==> src/rtl/stbs_pkg.sv <==
// shared types, codes and constants for the sorted table bound search block
package stbs_pkg;

   // field widths of the request and response payloads
   localparam int OP_W    = 2;
   localparam int INDEX_W = 10;
   localparam int KEY_W   = 32;
   localparam int COUNT_W = 11;
   localparam int POS_W   = 12;

   // default sizes handed down from the top level
   localparam int DEFAULT_TABLE_DEPTH = 1024;
   localparam int DEFAULT_QUEUE_DEPTH = 2;

   // request operation codes
   typedef logic [OP_W-1:0] op_type;
   localparam op_type OP_LOAD        = 2'd0;
   localparam op_type OP_LOWER_BOUND = 2'd1;
   localparam op_type OP_UPPER_BOUND = 2'd2;

   typedef logic signed [POS_W-1:0] pos_type;

   // classified command kinds held in the queue
   typedef enum logic [1:0] {
      CMD_LOAD,
      CMD_LOWER,
      CMD_UPPER
   } cmd_kind_type;

   typedef struct packed {
      cmd_kind_type               kind;
      logic [INDEX_W-1:0]         entry_index;
      logic signed [KEY_W-1:0]    item_value;
   } cmd_type;

   typedef struct packed {
      logic full;
      logic empty;
   } q_status_type;

   // search sequencer states
   typedef enum logic [1:0] {
      ST_IDLE,
      ST_READ,
      ST_COMPARE,
      ST_DONE
   } search_state_type;

endpackage

==> src/rtl/stbs_queue.sv <==
// short command queue between the front end and the search engine
module stbs_queue import stbs_pkg::*; #(
   parameter int DEPTH = DEFAULT_QUEUE_DEPTH
) (
   input  logic         clock,
   input  logic         reset,
   input  logic         push,
   input  cmd_type      push_cmd,
   input  logic         pop,
   output cmd_type      pop_cmd,
   output q_status_type status
);

   localparam int PTR_W = (DEPTH > 1) ? $clog2(DEPTH) : 1;
   localparam int CNT_W = $clog2(DEPTH + 1);

   cmd_type          entries_ff [DEPTH];
   logic [PTR_W-1:0] wr_ptr_ff, wr_ptr_in;
   logic [PTR_W-1:0] rd_ptr_ff, rd_ptr_in;
   logic [CNT_W-1:0] count_ff, count_in;

   // pointer and fill count update
   always_comb begin
      wr_ptr_in = wr_ptr_ff;
      rd_ptr_in = rd_ptr_ff;
      count_in  = count_ff;
      if (push) begin
         wr_ptr_in = (wr_ptr_ff == PTR_W'(DEPTH - 1)) ? '0 : wr_ptr_ff + 1'b1;
      end
      if (pop) begin
         rd_ptr_in = (rd_ptr_ff == PTR_W'(DEPTH - 1)) ? '0 : rd_ptr_ff + 1'b1;
      end
      if (push && !pop) begin
         count_in = count_ff + 1'b1;
      end else if (pop && !push) begin
         count_in = count_ff - 1'b1;
      end
   end

   always_ff @(posedge clock) begin
      if (reset) begin
         wr_ptr_ff <= '0;
         rd_ptr_ff <= '0;
         count_ff  <= '0;
      end else begin
         wr_ptr_ff <= wr_ptr_in;
         rd_ptr_ff <= rd_ptr_in;
         count_ff  <= count_in;
      end
   end

   // queue storage
   always_ff @(posedge clock) begin
      if (push) begin
         entries_ff[wr_ptr_ff] <= push_cmd;
      end
   end

   assign pop_cmd      = entries_ff[rd_ptr_ff];
   assign status.full  = (count_ff == CNT_W'(DEPTH));
   assign status.empty = (count_ff == '0);

endmodule

==> config.mk <==
export PLATFORM = sky130hd
export DESIGN_NAME = stbs_queue
export DESIGN_NICKNAME = d
export VERILOG_FILES = /design/src/rtl/stbs_pkg.sv /design/src/rtl/stbs_queue.sv
export SDC_FILE = /design/constraint.sdc
export NUM_CORES = 1
export LEC_CHECK = 0
export ABC_AREA = 1
export BUFFER_PORTS_ARGS = -buffer_cell sky130_fd_sc_hd__clkbuf_2
export CORE_MARGIN = 8
export CORE_UTILIZATION = 55
export CTS_BUF_LIST = sky130_fd_sc_hd__clkbuf_4
export CTS_CLUSTER_DIAMETER = 100
export DETAILED_ROUTE_END_ITERATION = 8
export HOLD_SLACK_MARGIN = 0.1
export PLACE_DENSITY = 0.83
export SLEW_MARGIN = 40
export SYNTH_ARGS = -nofsm -noshare
export SYNTH_HDL_FRONTEND = slang
export SYNTH_SLANG_ARGS = --single-unit
==> constraint.sdc <==
create_clock -name clock -period 4.4 [get_ports clock]
set_input_delay 0.66 -clock clock [delete_from_list [all_inputs] [get_ports clock]]
set_output_delay 0.66 -clock clock [all_outputs]
set_load 0.005 [all_outputs]
# ---- Yosys cells after proc, flatten, opt, wreduce, memory -nomap -nowiden
# Memory sizes are Yosys's and may differ from the RTL's. A register that Yosys moved wholly into a read port is not among the register bits.
# Index checks and enable logic that the tools add are counted.
dict set report word_totals {
  word_cells 23
  memories 1
  output_inout_bits 46
  mem_bits_rw 88
  in_bits 48
  register_bits 4
}
# memory depth width rd rd_clocked_by_memory_dff write_ports line_no
set memory_table {}
lappend memory_table {entries_ff 2 44 1 1 1 stbs_queue.sv:17} ;# cmd_type entries_ff [DEPTH];
dict set report classes {
  n_mux 8
  eq_ne 1
  reduce_logical 6
  n_addsub 4
}
# op n
set ops {}
lappend ops {{$mux W1} 6}
lappend ops {{$mux W2} 2}
lappend ops {{$add A1 B1 Y1 const B} 2}
lappend ops {{$add A2 B1 Y2 const B} 1}
lappend ops {{$eq A2 B2 Y1 const B} 1}
lappend ops {{$logic_and A1 B1 Y1} 2}
lappend ops {{$logic_not A1 Y1} 2}
lappend ops {{$logic_not A2 Y1} 1}
lappend ops {{$reduce_bool A2 Y1} 1}
lappend ops {{$sub A2 B1 Y2 const B} 1}

# ---- Longest topological paths before layout
# Gate-level depths: netlist (run 1).
dict set report depth {
  ltp_word 4
  mapped_depth 8
  depth_no_buf 8
}

# ---- Worst setup path after synthesis (run 1)
# Ideal clock, no wire load.
dict set report synth_path {
  path_kind {in2reg}
  startpoint {input push}
  endpoint {memory entries_ff[0][0] (netlist bit), enable pin}
  setup_ns 0.447
  path_buffers 0
  slack_ns 1.404
  t_required_ns 3.953
  path_stages 2
  t_arrival_ns 2.550
  path_cell_list {inv_1 > nor2_1}
}
dict set report synth_between {
  elab_chain_cells 2
}
# element line_no
set synth_rtl {}
lappend synth_rtl {{start, declared} stbs_queue.sv:7} ;# input logic push,
lappend synth_rtl {{$mux W1} stbs_queue.sv:54} ;# if (push) begin
lappend synth_rtl {{$mux W1 (implied by the code)} stbs_queue.sv:55} ;# entries_ff[wr_ptr_ff] <= push_cmd;
lappend synth_rtl {{end, declared} stbs_queue.sv:17}
# Every way passes these cells.

==> run summary, run 1 <==
The first global-routing pass estimated 9.76 mm of wire. Counting I/O delays and the setup requirement, the final critical path takes 2.62 ns. The chip width was 97.0 µm; the number of nets in the final layout was 320. The tools report the setup slack at placement as 1.95 ns. The largest individual stage delay along the critical path comes from the cell sky130_fd_sc_hd__dfxtp_4.

STA classifies the critical path startpoint as a register. Of the total synthesized cell area, the portion taken by AND, OR, NAND and NOR gates is 1.70%. Critical path endpoint category: a primary output. The HPWL after detailed placement is 4.26 mm. Area of the core: 0.00635 mm².

sky130_fd_sc_hd__edfxtp_1 takes more of the synthesized area than any other cell. The flow ran to the end, and the final reports show no timing, DRC or antenna violations. The worst hold path terminates at entries_ff[1][36]$_DFFE_PP_. The violation count after the first detailed-routing iteration came out at 86.

The cell at the root of the clock tree is sky130_fd_sc_hd__clkbuf_4. The number of flops mapped to enable cells by yosys is 88, and the number of I/O port buffers is 93. The number of cell instances on the worst register-to-register path is 2. The first TritonRoute pass finished after 4 iterations. The sink count of the clock tree is 93, and the worst hold path stage count is 1.

Traced cell by cell, the critical path runs through buf_4 -> mux2_4 -> clkbuf_2. Yosys mapped the design onto 16 distinct sky130hd cell types. The critical path in this run is classified as register to primary output. The aggregate global-route resource usage is 13.1%.

The share of the Yosys chip area taken by registers is 76.1%. The total power per unit cell area came out at 402 mW/mm². The routed layout has 1808 vias.

The cell area after placement came out at 0.00410 mm². The tools report the level count of the clock H-tree as 3. Leakage power figure: 1.73 nW. The synthesized netlist devotes 0.347% of its cell area to adder and majority cells. After clock tree synthesis, the flow added hold-fix buffers numbering 0. The per-instance average area after synthesis came out at 21.2 µm². The worst register-to-register path ends at entries_ff[1][30]$_DFFE_PP_.

The final period utilization is 59.6%, and the number of max-capacitance violations reported is 0. The achievable frequency was 381 MHz. After clock tree synthesis, the clock-pin slew on the worst setup and hold paths is 0.15 ns. The final hold violation count was 0; the number of setup violations in the final report was 0. In this design, the largest share of critical-path delay is due to flip-flops. Summing internal, switching and leakage power gives 1.71 mW. The run gives 0 as the buffers inserted during post-CTS setup optimization. The startpoint identified for the worst register-to-register timing path is wr_ptr_ff$_SDFFE_PP0P_.

The logs give 60.3% for the headroom to the max-slew limit and 746 µm² for the area of combinational cells with multiple inputs. The multiplexer share of the synthesized area came out at 17.9%. Across the VDD grid, the largest voltage drop is 0.283 mV. Total wire length after detailed routing: 6.24 mm.

Counting the buffers created by CTS gives 9. The initial core utilization is 56.8%. TritonCTS built the clock tree. The share of post-route cells with drive strength above 1 is 57.2%, and the total of cells resized after clock tree synthesis is 0. The last weighted congestion value of the routability-driven placer came out at 0.668. Compared with the post-synthesis result, the final layout area differs by 17.8%. Counting flops with an async set or reset pin after synthesis yields a share of 0%.

The die height is 97.0 µm, and the number of pins with negative max-slew slack in the final report is 0. In the final routed layout, each cell accounts on average for 17.7 µm. In this run the biggest area consumer among cell types represents 73.3% of the synthesized area.

Counting every instance in the synthesized netlist gives 170. Data on the critical path arrives at its endpoint at 1.96 ns. By area, the combinational part of the netlist is dominated by multiplexers. The placement row count was 29. The filler cells instantiated in the layout total 448. The worst register-to-register path has a setup slack of 3.05 ns. The most common cell in the synthesized netlist is sky130_fd_sc_hd__edfxtp_1.

The required time of the critical path was 3.74 ns. 94 I/O pins were placed. Yosys attributes the largest share of cell area to sky130_fd_sc_hd__edfxtp_1 (73%), sky130_fd_sc_hd__mux2_4 (17%), sky130_fd_sc_hd__dfxtp_1 (2.8%). After detailed routing, the number of remaining DRC violations is 0. Together, buffers and inverters on the worst path number 2. For this run, the leading register cell type out of synthesis is sky130_fd_sc_hd__edfxtp_1.

Setup repair after global routing left no endpoint under its margin. The clock passes through at most 2 buffers. The number of storage elements in the synthesis netlist was 93. The via count of the first global-routing pass came out at 2037.

Global routing finished with a remaining overflow of 0. In the synthesized netlist, the cells that appear most often are sky130_fd_sc_hd__edfxtp_1 (88), sky130_fd_sc_hd__mux2_4 (40), sky130_fd_sc_hd__inv_1 (9), sky130_fd_sc_hd__nor2_1 (7). When the netlist entered floorplanning its net count stood at 219.

For the pin with the worst max-slew slack, the measured transition is 0.596 ns. At the later pin of the worst-skew pair, clock insertion delay measures 0.41 ns. The tools report the final total negative setup slack as 0 ns.

The startpoint identified for the worst hold timing path is push_cmd[36]. The tools report the number of antenna repair diodes as 0. Of all nets on the critical path, the largest fanout is 27.

On the worst path, the slowest cell contributes a delay of 0.68 ns. The largest clock skew in the final design was 0.0115 ns; the pin count of the biggest net entering global routing was 46. The sequential cell area is 0.00275 mm², and the fraction of synthesized cell area in xor and xnor cells is 0.243%. The number of vias per cell was 5.12; the area of the mapped netlist was 0.00361 mm². Once layout is complete, the utilization of the core stands at 66.9%.

The final worst setup slack is 1.78 ns. The synthesized netlist devotes 0.278% of its cell area to compound gates. Summing all non-filler instances in the final layout gives an area of 0.00425 mm². During synthesis, Yosys emitted a total of 0 warnings. Once detail routing completed, the nets flagged for antenna violations numbered 0. The floorplan step defined a die boundary enclosing 0.00940 mm². The path class of the tightest hold or removal check is input port to register. The initial antenna violation count came out at 0.
power by group:
group	switching [mW]	leakage, nW	internal [mW]	total (mW)
logic	0.0870	0.797	0.115	0.202
registers	0.0263	0.868	1.02	1.05
clock network	0.283	0.0685	0.175	0.458
total	0.396	1.73	1.31	1.71
per-layer routing:
| layer | global-route usage (%) | vias to the layer above | part of all wire [%] |
|---|---|---|---|
| met5 | 0 | - | 0 |
| met4 | 6.27 | 0 | 1.8 |
| met3 | 4.27 | 9 | 5.8 |
| met2 | 20.3 | 77 | 47 |
| met1 | 16.2 | 877 | 45 |
| li1 | - | 845 | - |
placed cells by master (no fill, tap or decap):
cell type,synthesis,layout
sky130_fd_sc_hd__buf_4,0,2
sky130_fd_sc_hd__a21oi_1,1,1
sky130_fd_sc_hd__mux2_4,40,40
sky130_fd_sc_hd__ha_1,1,1
sky130_fd_sc_hd__dfxtp_1,5,4
sky130_fd_sc_hd__clkinvlp_4,0,3
sky130_fd_sc_hd__xnor2_1,1,1
sky130_fd_sc_hd__nor3_1,1,1
sky130_fd_sc_hd__clkinv_4,0,1
sky130_fd_sc_hd__nor2_4,0,1
sky130_fd_sc_hd__clkbuf_2,0,93
sky130_fd_sc_hd__inv_4,0,1
sky130_fd_sc_hd__nor2_1,7,6
sky130_fd_sc_hd__o21ai_0,1,1
sky130_fd_sc_hd__nand4_1,1,1
sky130_fd_sc_hd__edfxtp_1,88,88
sky130_fd_sc_hd__nand3_1,1,1
sky130_fd_sc_hd__mux2_2,4,4
sky130_fd_sc_hd__nand2_1,5,5
sky130_fd_sc_hd__inv_1,9,8
sky130_fd_sc_hd__clkbuf_4,0,9
sky130_fd_sc_hd__inv_6,0,1
sky130_fd_sc_hd__clkinv_2,0,1
sky130_fd_sc_hd__dfxtp_4,0,1
sky130_fd_sc_hd__bufinv_16,0,1
stage by stage:
stage | instances | hold WS [ns]
after global placement | 337 | 0.494
after CTS | 353 | 0.391
after floorplan | 170 | 0.480
after global routing | 353 | 0.385
final | 353 | 0.417
after detailed placement | 337 | 0.525
state kept, by name, indices dropped and copies added, names as in the netlist, named ones only:
register / count
rd_ptr_ff: 1
wr_ptr_ff: 1
entries_ff: 88
count_ff: 2
how the worst max path moves through the flow:
stage / from / endpoint / slack (ns) / cells after the start
6_report: register / pop_cmd[17] / 1.78 / 3
5_1_grt: register / pop_cmd[11] / 1.66 / 3
4_1_cts: register / pop_cmd[11] / 1.45 / 3
3_5_place_dp: register / pop_cmd[11] / 1.95 / 3
3_3_place_gp: register / pop_cmd[34] / 1.95 / 3
2_1_floorplan: push / entries_ff[0][0]$_DFFE_PP_ / 1.40 / 2
cell families after synthesis:
| kind of cell | after synthesis |
|---|---|
| adders and majority gates | 1 |
| buffers and inverters | 14 |
| AOI/OAI and AO/OA | 2 |
| xor gates and xnor gates | 1 |
| DFF | 93 |
| and+or+nand+nor | 15 |
| muxes | 44 |
area by class of cell:
| cell class | count | area share, % |
|---|---|---|
| multi-input combinational | 63 | 17.6 |
| clock buffer | 9 | 1.59 |
| sequential | 93 | 64.7 |
| clock inverter | 7 | 1.77 |
| tap | 77 | 2.27 |
| inverter | 9 | 0.854 |
| timing repair buffer | 95 | 11.3 |
(Power assumes the default switching activity.)
==> run 2: changes to the inputs <==
Settings changed: ABC_AREA 1 to 0, CORE_UTILIZATION 55 to 54, PLACE_DENSITY 0.83 to 0.82.
Clock period 4.4 ns to 2.5 ns, I/O delays scaled along.
==> run 2 against run 1 <==
Compared with the run above: core utilization is 0.089 points lower; non-clock buffer count is 2 higher; first-iteration DRC count is 19% higher; clock-buffer cell count is 2 higher; combinational power is 73% higher; sequential cell count stayed put; global-route usage is 1.0 points higher; clock power is 90% higher; critical path depth stayed put; die area is 3.8% lower; critical endpoint is now pop_cmd[9]; largest cell class unchanged.
==> run summary, run 2 <==
The required time of the critical path came out at 2.12 ns (-1.62 ns). The die height was 95.1 µm (-1.9%). The number of nets in the final layout is 311 (-2.8%). Share of total power in combinational logic: 11.4% (-0.4 points). For the setup slack at placement, the log shows 0.781 ns (-1.17 ns).

The proportion of synthesized flip-flops having asynchronous set or reset was 0% (unchanged). Ranked by instance count, the synthesized netlist is headed by sky130_fd_sc_hd__edfxtp_1 (88), sky130_fd_sc_hd__mux2_2 (44), sky130_fd_sc_hd__dfxtp_1 (5), sky130_fd_sc_hd__nor2_1 (5), sky130_fd_sc_hd__buf_4 (4). The library cell used most frequently in the layout, excluding fill and tap cells, is sky130_fd_sc_hd__clkbuf_2. The number of storage elements in the synthesis netlist came out at 93 (unchanged). The maximum vdd ir drop was 0.462 mV (+63%); the headroom to the max-slew limit was 58.1% (-2.2 points).

The minimum clock period came out at 2.16 ns. Slew at the pin closest to its max-slew limit: 0.628 ns (+0.0320 ns). The share of post-route cells with drive strength above 1 came out at 59.9% (+2.7 points).

The routed wirelength normalized by instance count was 17.9 µm (+1.4%). The top-area cell type share of the netlist area came out at 78.2% (+4.9 points). For the leakage power figure, the log shows 1.60 nW (-7.8%).

Clock edge transition at the registers on the reported setup and hold paths: 0.13 ns (-0.02 ns). The run gives 0.701 (+5.0%) as the last weighted congestion value of the routability-driven placer. The tools report the number of antenna repair diodes as 0 (unchanged).

The pin count of the biggest net entering global routing is 29 (-37%), and the number of flops mapped to enable cells by yosys is 88 (unchanged). The tools report the sequential share of the synthesized area as 81.1% (+5.1 points). The overall via count from detail_route is 1750 (-3.2%), and the full die area is 0.00905 mm² (-3.8%). The number of vias per cell was 5.09 (-0.68%). The global-route wire length before repair was 9.43 mm (-3.4%); the relative contribution of the clock network to total power was 28.4% (+1.6 points). The nature of the critical path startpoint was a register.

The logs give 0 (unchanged) for the total of cells resized after clock tree synthesis and 54.5% (-2.3 points) for the initial core utilization. The run gives 1992 (-2.2%) as the via count of the first global-routing pass. The final total negative setup slack came out at 0 ns (unchanged).

The synthesized instance count came out at 159 (-6.5%). The leading register cell type out of synthesis was sky130_fd_sc_hd__edfxtp_1. Largest register by flop count: entries_ff. In the layout the commonest cells are sky130_fd_sc_hd__clkbuf_2 (93), sky130_fd_sc_hd__edfxtp_1 (88), sky130_fd_sc_hd__mux2_2 (44).

The critical path arrival came out at 1.78 ns (-0.18 ns). TritonCTS built the clock tree. The fraction of power spent switching nets is 21.0% (-2.1 points), and the first-pass iteration count of the detailed router is 4 (unchanged). The number of max-capacitance violations reported was 0 (unchanged). The biggest area contributor in the post-synthesis netlist is sky130_fd_sc_hd__edfxtp_1. The chip width was 95.1 µm (-1.9%). The startpoint-to-endpoint class of the critical path is register to primary output.

The total wire length after detailed routing is 6.17 mm (-1.1%), and the placement row count is 29 (unchanged). The area of the mapped netlist is 0.00338 mm² (-6.2%), and the flip-flop count of the largest register after layout is 88 (unchanged). The tools report the final worst setup slack as 0.341 ns (-1.44 ns). The detailed-route DRC error count came out at 0 (unchanged).

In the final layout, the registers with the most flip-flops are entries_ff (88), count_ff (2). The net switching power was 645 µW (+63%); the aggregate global-route resource usage was 14.1% (+1.0 points). The run finished with clean final reports.

The synthesized netlist net count is 208 (-5.0%), and the worst-case clock buffer depth is 2 (unchanged). The number of distinct library cell variants in the gate-level netlist after synthesis is 16 (unchanged), and the number of pins with negative max-slew slack in the final report is 0 (unchanged). The initial antenna violation count came out at 0 (unchanged). The number of I/O port buffers came out at 93 (unchanged). For the yosys synthesis warning count, the log shows 0 (unchanged). The min-delay analysis places its worst path in the category input port to register. The logs give 0.00620 mm² (-2.3%) for the area of the core and 94 (unchanged) for the I/O pin count.

By area the synthesized netlist is led by sky130_fd_sc_hd__edfxtp_1 (78%), sky130_fd_sc_hd__mux2_2 (15%), sky130_fd_sc_hd__dfxtp_1 (3.0%). The logs give 2.42 mW (+85%) for the cell-internal power and 463 MHz for the achievable frequency. The level count of the clock H-tree is 3 (unchanged), and the global-route congestion overflow total is 0 (unchanged). CTS buffer count: 9 (unchanged). The largest fanout of any net on the critical path came out at 28 (+3.7%). For the register share of total power, the log shows 60.3% (-1.1 points). The antenna violation net count after detailed routing is 0 (unchanged), and the final period utilization is 86.4%. The placed wire-length estimate was 4.31 mm (+1.2%).

Setup repair after global routing left no endpoint under its margin. The cell at the root of the clock tree was sky130_fd_sc_hd__clkbuf_4. The final hold violation count was 0 (unchanged); the sink count of the clock tree was 93 (unchanged). Total power per unit cell area: 740 mW/mm² (+84%). The per-instance average area after synthesis was 21.3 µm² (+0.24%); the number of setup violations in the final report was 0 (unchanged).

The latest clock arrival within the worst-skew pair came out at 0.42 ns (about the same). STA classifies the critical path endpoint as a primary output. The run gives 0.0119 ns (+0.000311 ns) as the largest clock skew in the final design. The cell with the most instances after synthesis is sky130_fd_sc_hd__edfxtp_1. The violation count after the first detailed-routing iteration was 102 (+19%); the layout-stage area growth over the synthesis result was 22.6%.
==> run 2: repair_timing <==
action | 4_1_cts | 5_1_grt
hold buffers | 0 | 1
buffers inserted | 0 | 0
hold endpoints to repair | 0 | 2
==> run 2: layer usage <==
layer | wire [µm] | track usage (%) | vias to the layer above
met5 | 0 | 0 | -
li1 | - | - | 825
met3 | 547 | 5.67 | 10
met4 | 91 | 5.46 | 0
met2 | 2960 | 23.6 | 70
met1 | 2570 | 15.8 | 845
==> run 2: stage by stage <==
stage / instances / total power [mW] / cell area [µm²] / hold slack (ns) / utilization (%)
2_1_floorplan: 159 / 2.06 / 3380 / 0.444 / -
3_5_place_dp: 327 / 2.24 / 3980 / 0.519 / 64.1
4_1_cts: 343 / 3.10 / 4140 / 0.106 / 66.6
5_1_grt: 344 / 3.19 / 4150 / 0.101 / 66.8
3_3_place_gp: 327 / 2.23 / 3980 / 0.482 / 64.1
6_report: 344 / 3.07 / 4150 / 0.132 / 66.8
==> run 2: path summary, 6_finish.rpt <==
| path | cells after the start | slack [ns] | to | from |
|---|---|---|---|---|
| setup / recovery | 3 | 0.34 | pop_cmd[9] | register |
| hold / removal | 1 | 0.13 | entries_ff[1][7]$_DFFE_PP_ | push_cmd[7] |
| setup reg to reg | 2 | 1.00 | entries_ff[1][33]$_DFFE_PP_ | wr_ptr_ff$_SDFFE_PP0P_ |
| hold reg to reg | 2 | 0.54 | count_ff[1]$_SDFFE_PP0P_ | count_ff[1]$_SDFFE_PP0P_ |
==> run 2: area by class of cell <==
| cell class | count | area [µm²] |
|---|---|---|
| tap | 77 | 96.3 |
| timing repair buffer | 97 | 536 |
| clock inverter | 5 | 75.1 |
| fill | 441 | 2060 |
| multi-input combinational | 60 | 608 |
| clock buffer | 11 | 82.6 |
| sequential | 93 | 2740 |
| inverter | 1 | 3.75 |
==> run 2: cells by family after synthesis <==
logic type / synth area share, %
multiplexers: 14.7
buffers and inverters: 1.15
AND/OR/NAND/NOR: 1.37
adder cells (fa/ha/maj): 0.370
AO/OA/AOI/OAI: 0.296
XOR/XNOR: 1.04
flip-flops: 81.1
==> run 2: critical path, stage by stage, from the launching register on <==
cell	delay [ns]
sky130_fd_sc_hd__dfxtp_2	0.63
sky130_fd_sc_hd__buf_12	0.26
sky130_fd_sc_hd__mux2_2	0.37
sky130_fd_sc_hd__clkbuf_2	0.12
==> run 2: power by group through the flow <==
stage / clock network (mW) / logic, mW / registers, mW
5_1_grt: 0.943 / 0.386 / 1.86
3_5_place_dp: 0 / 0.354 / 1.89
4_1_cts: 0.895 / 0.357 / 1.85
3_3_place_gp: 0 / 0.347 / 1.88
6_report: 0.870 / 0.349 / 1.85
2_1_floorplan: 0 / 0.189 / 1.87
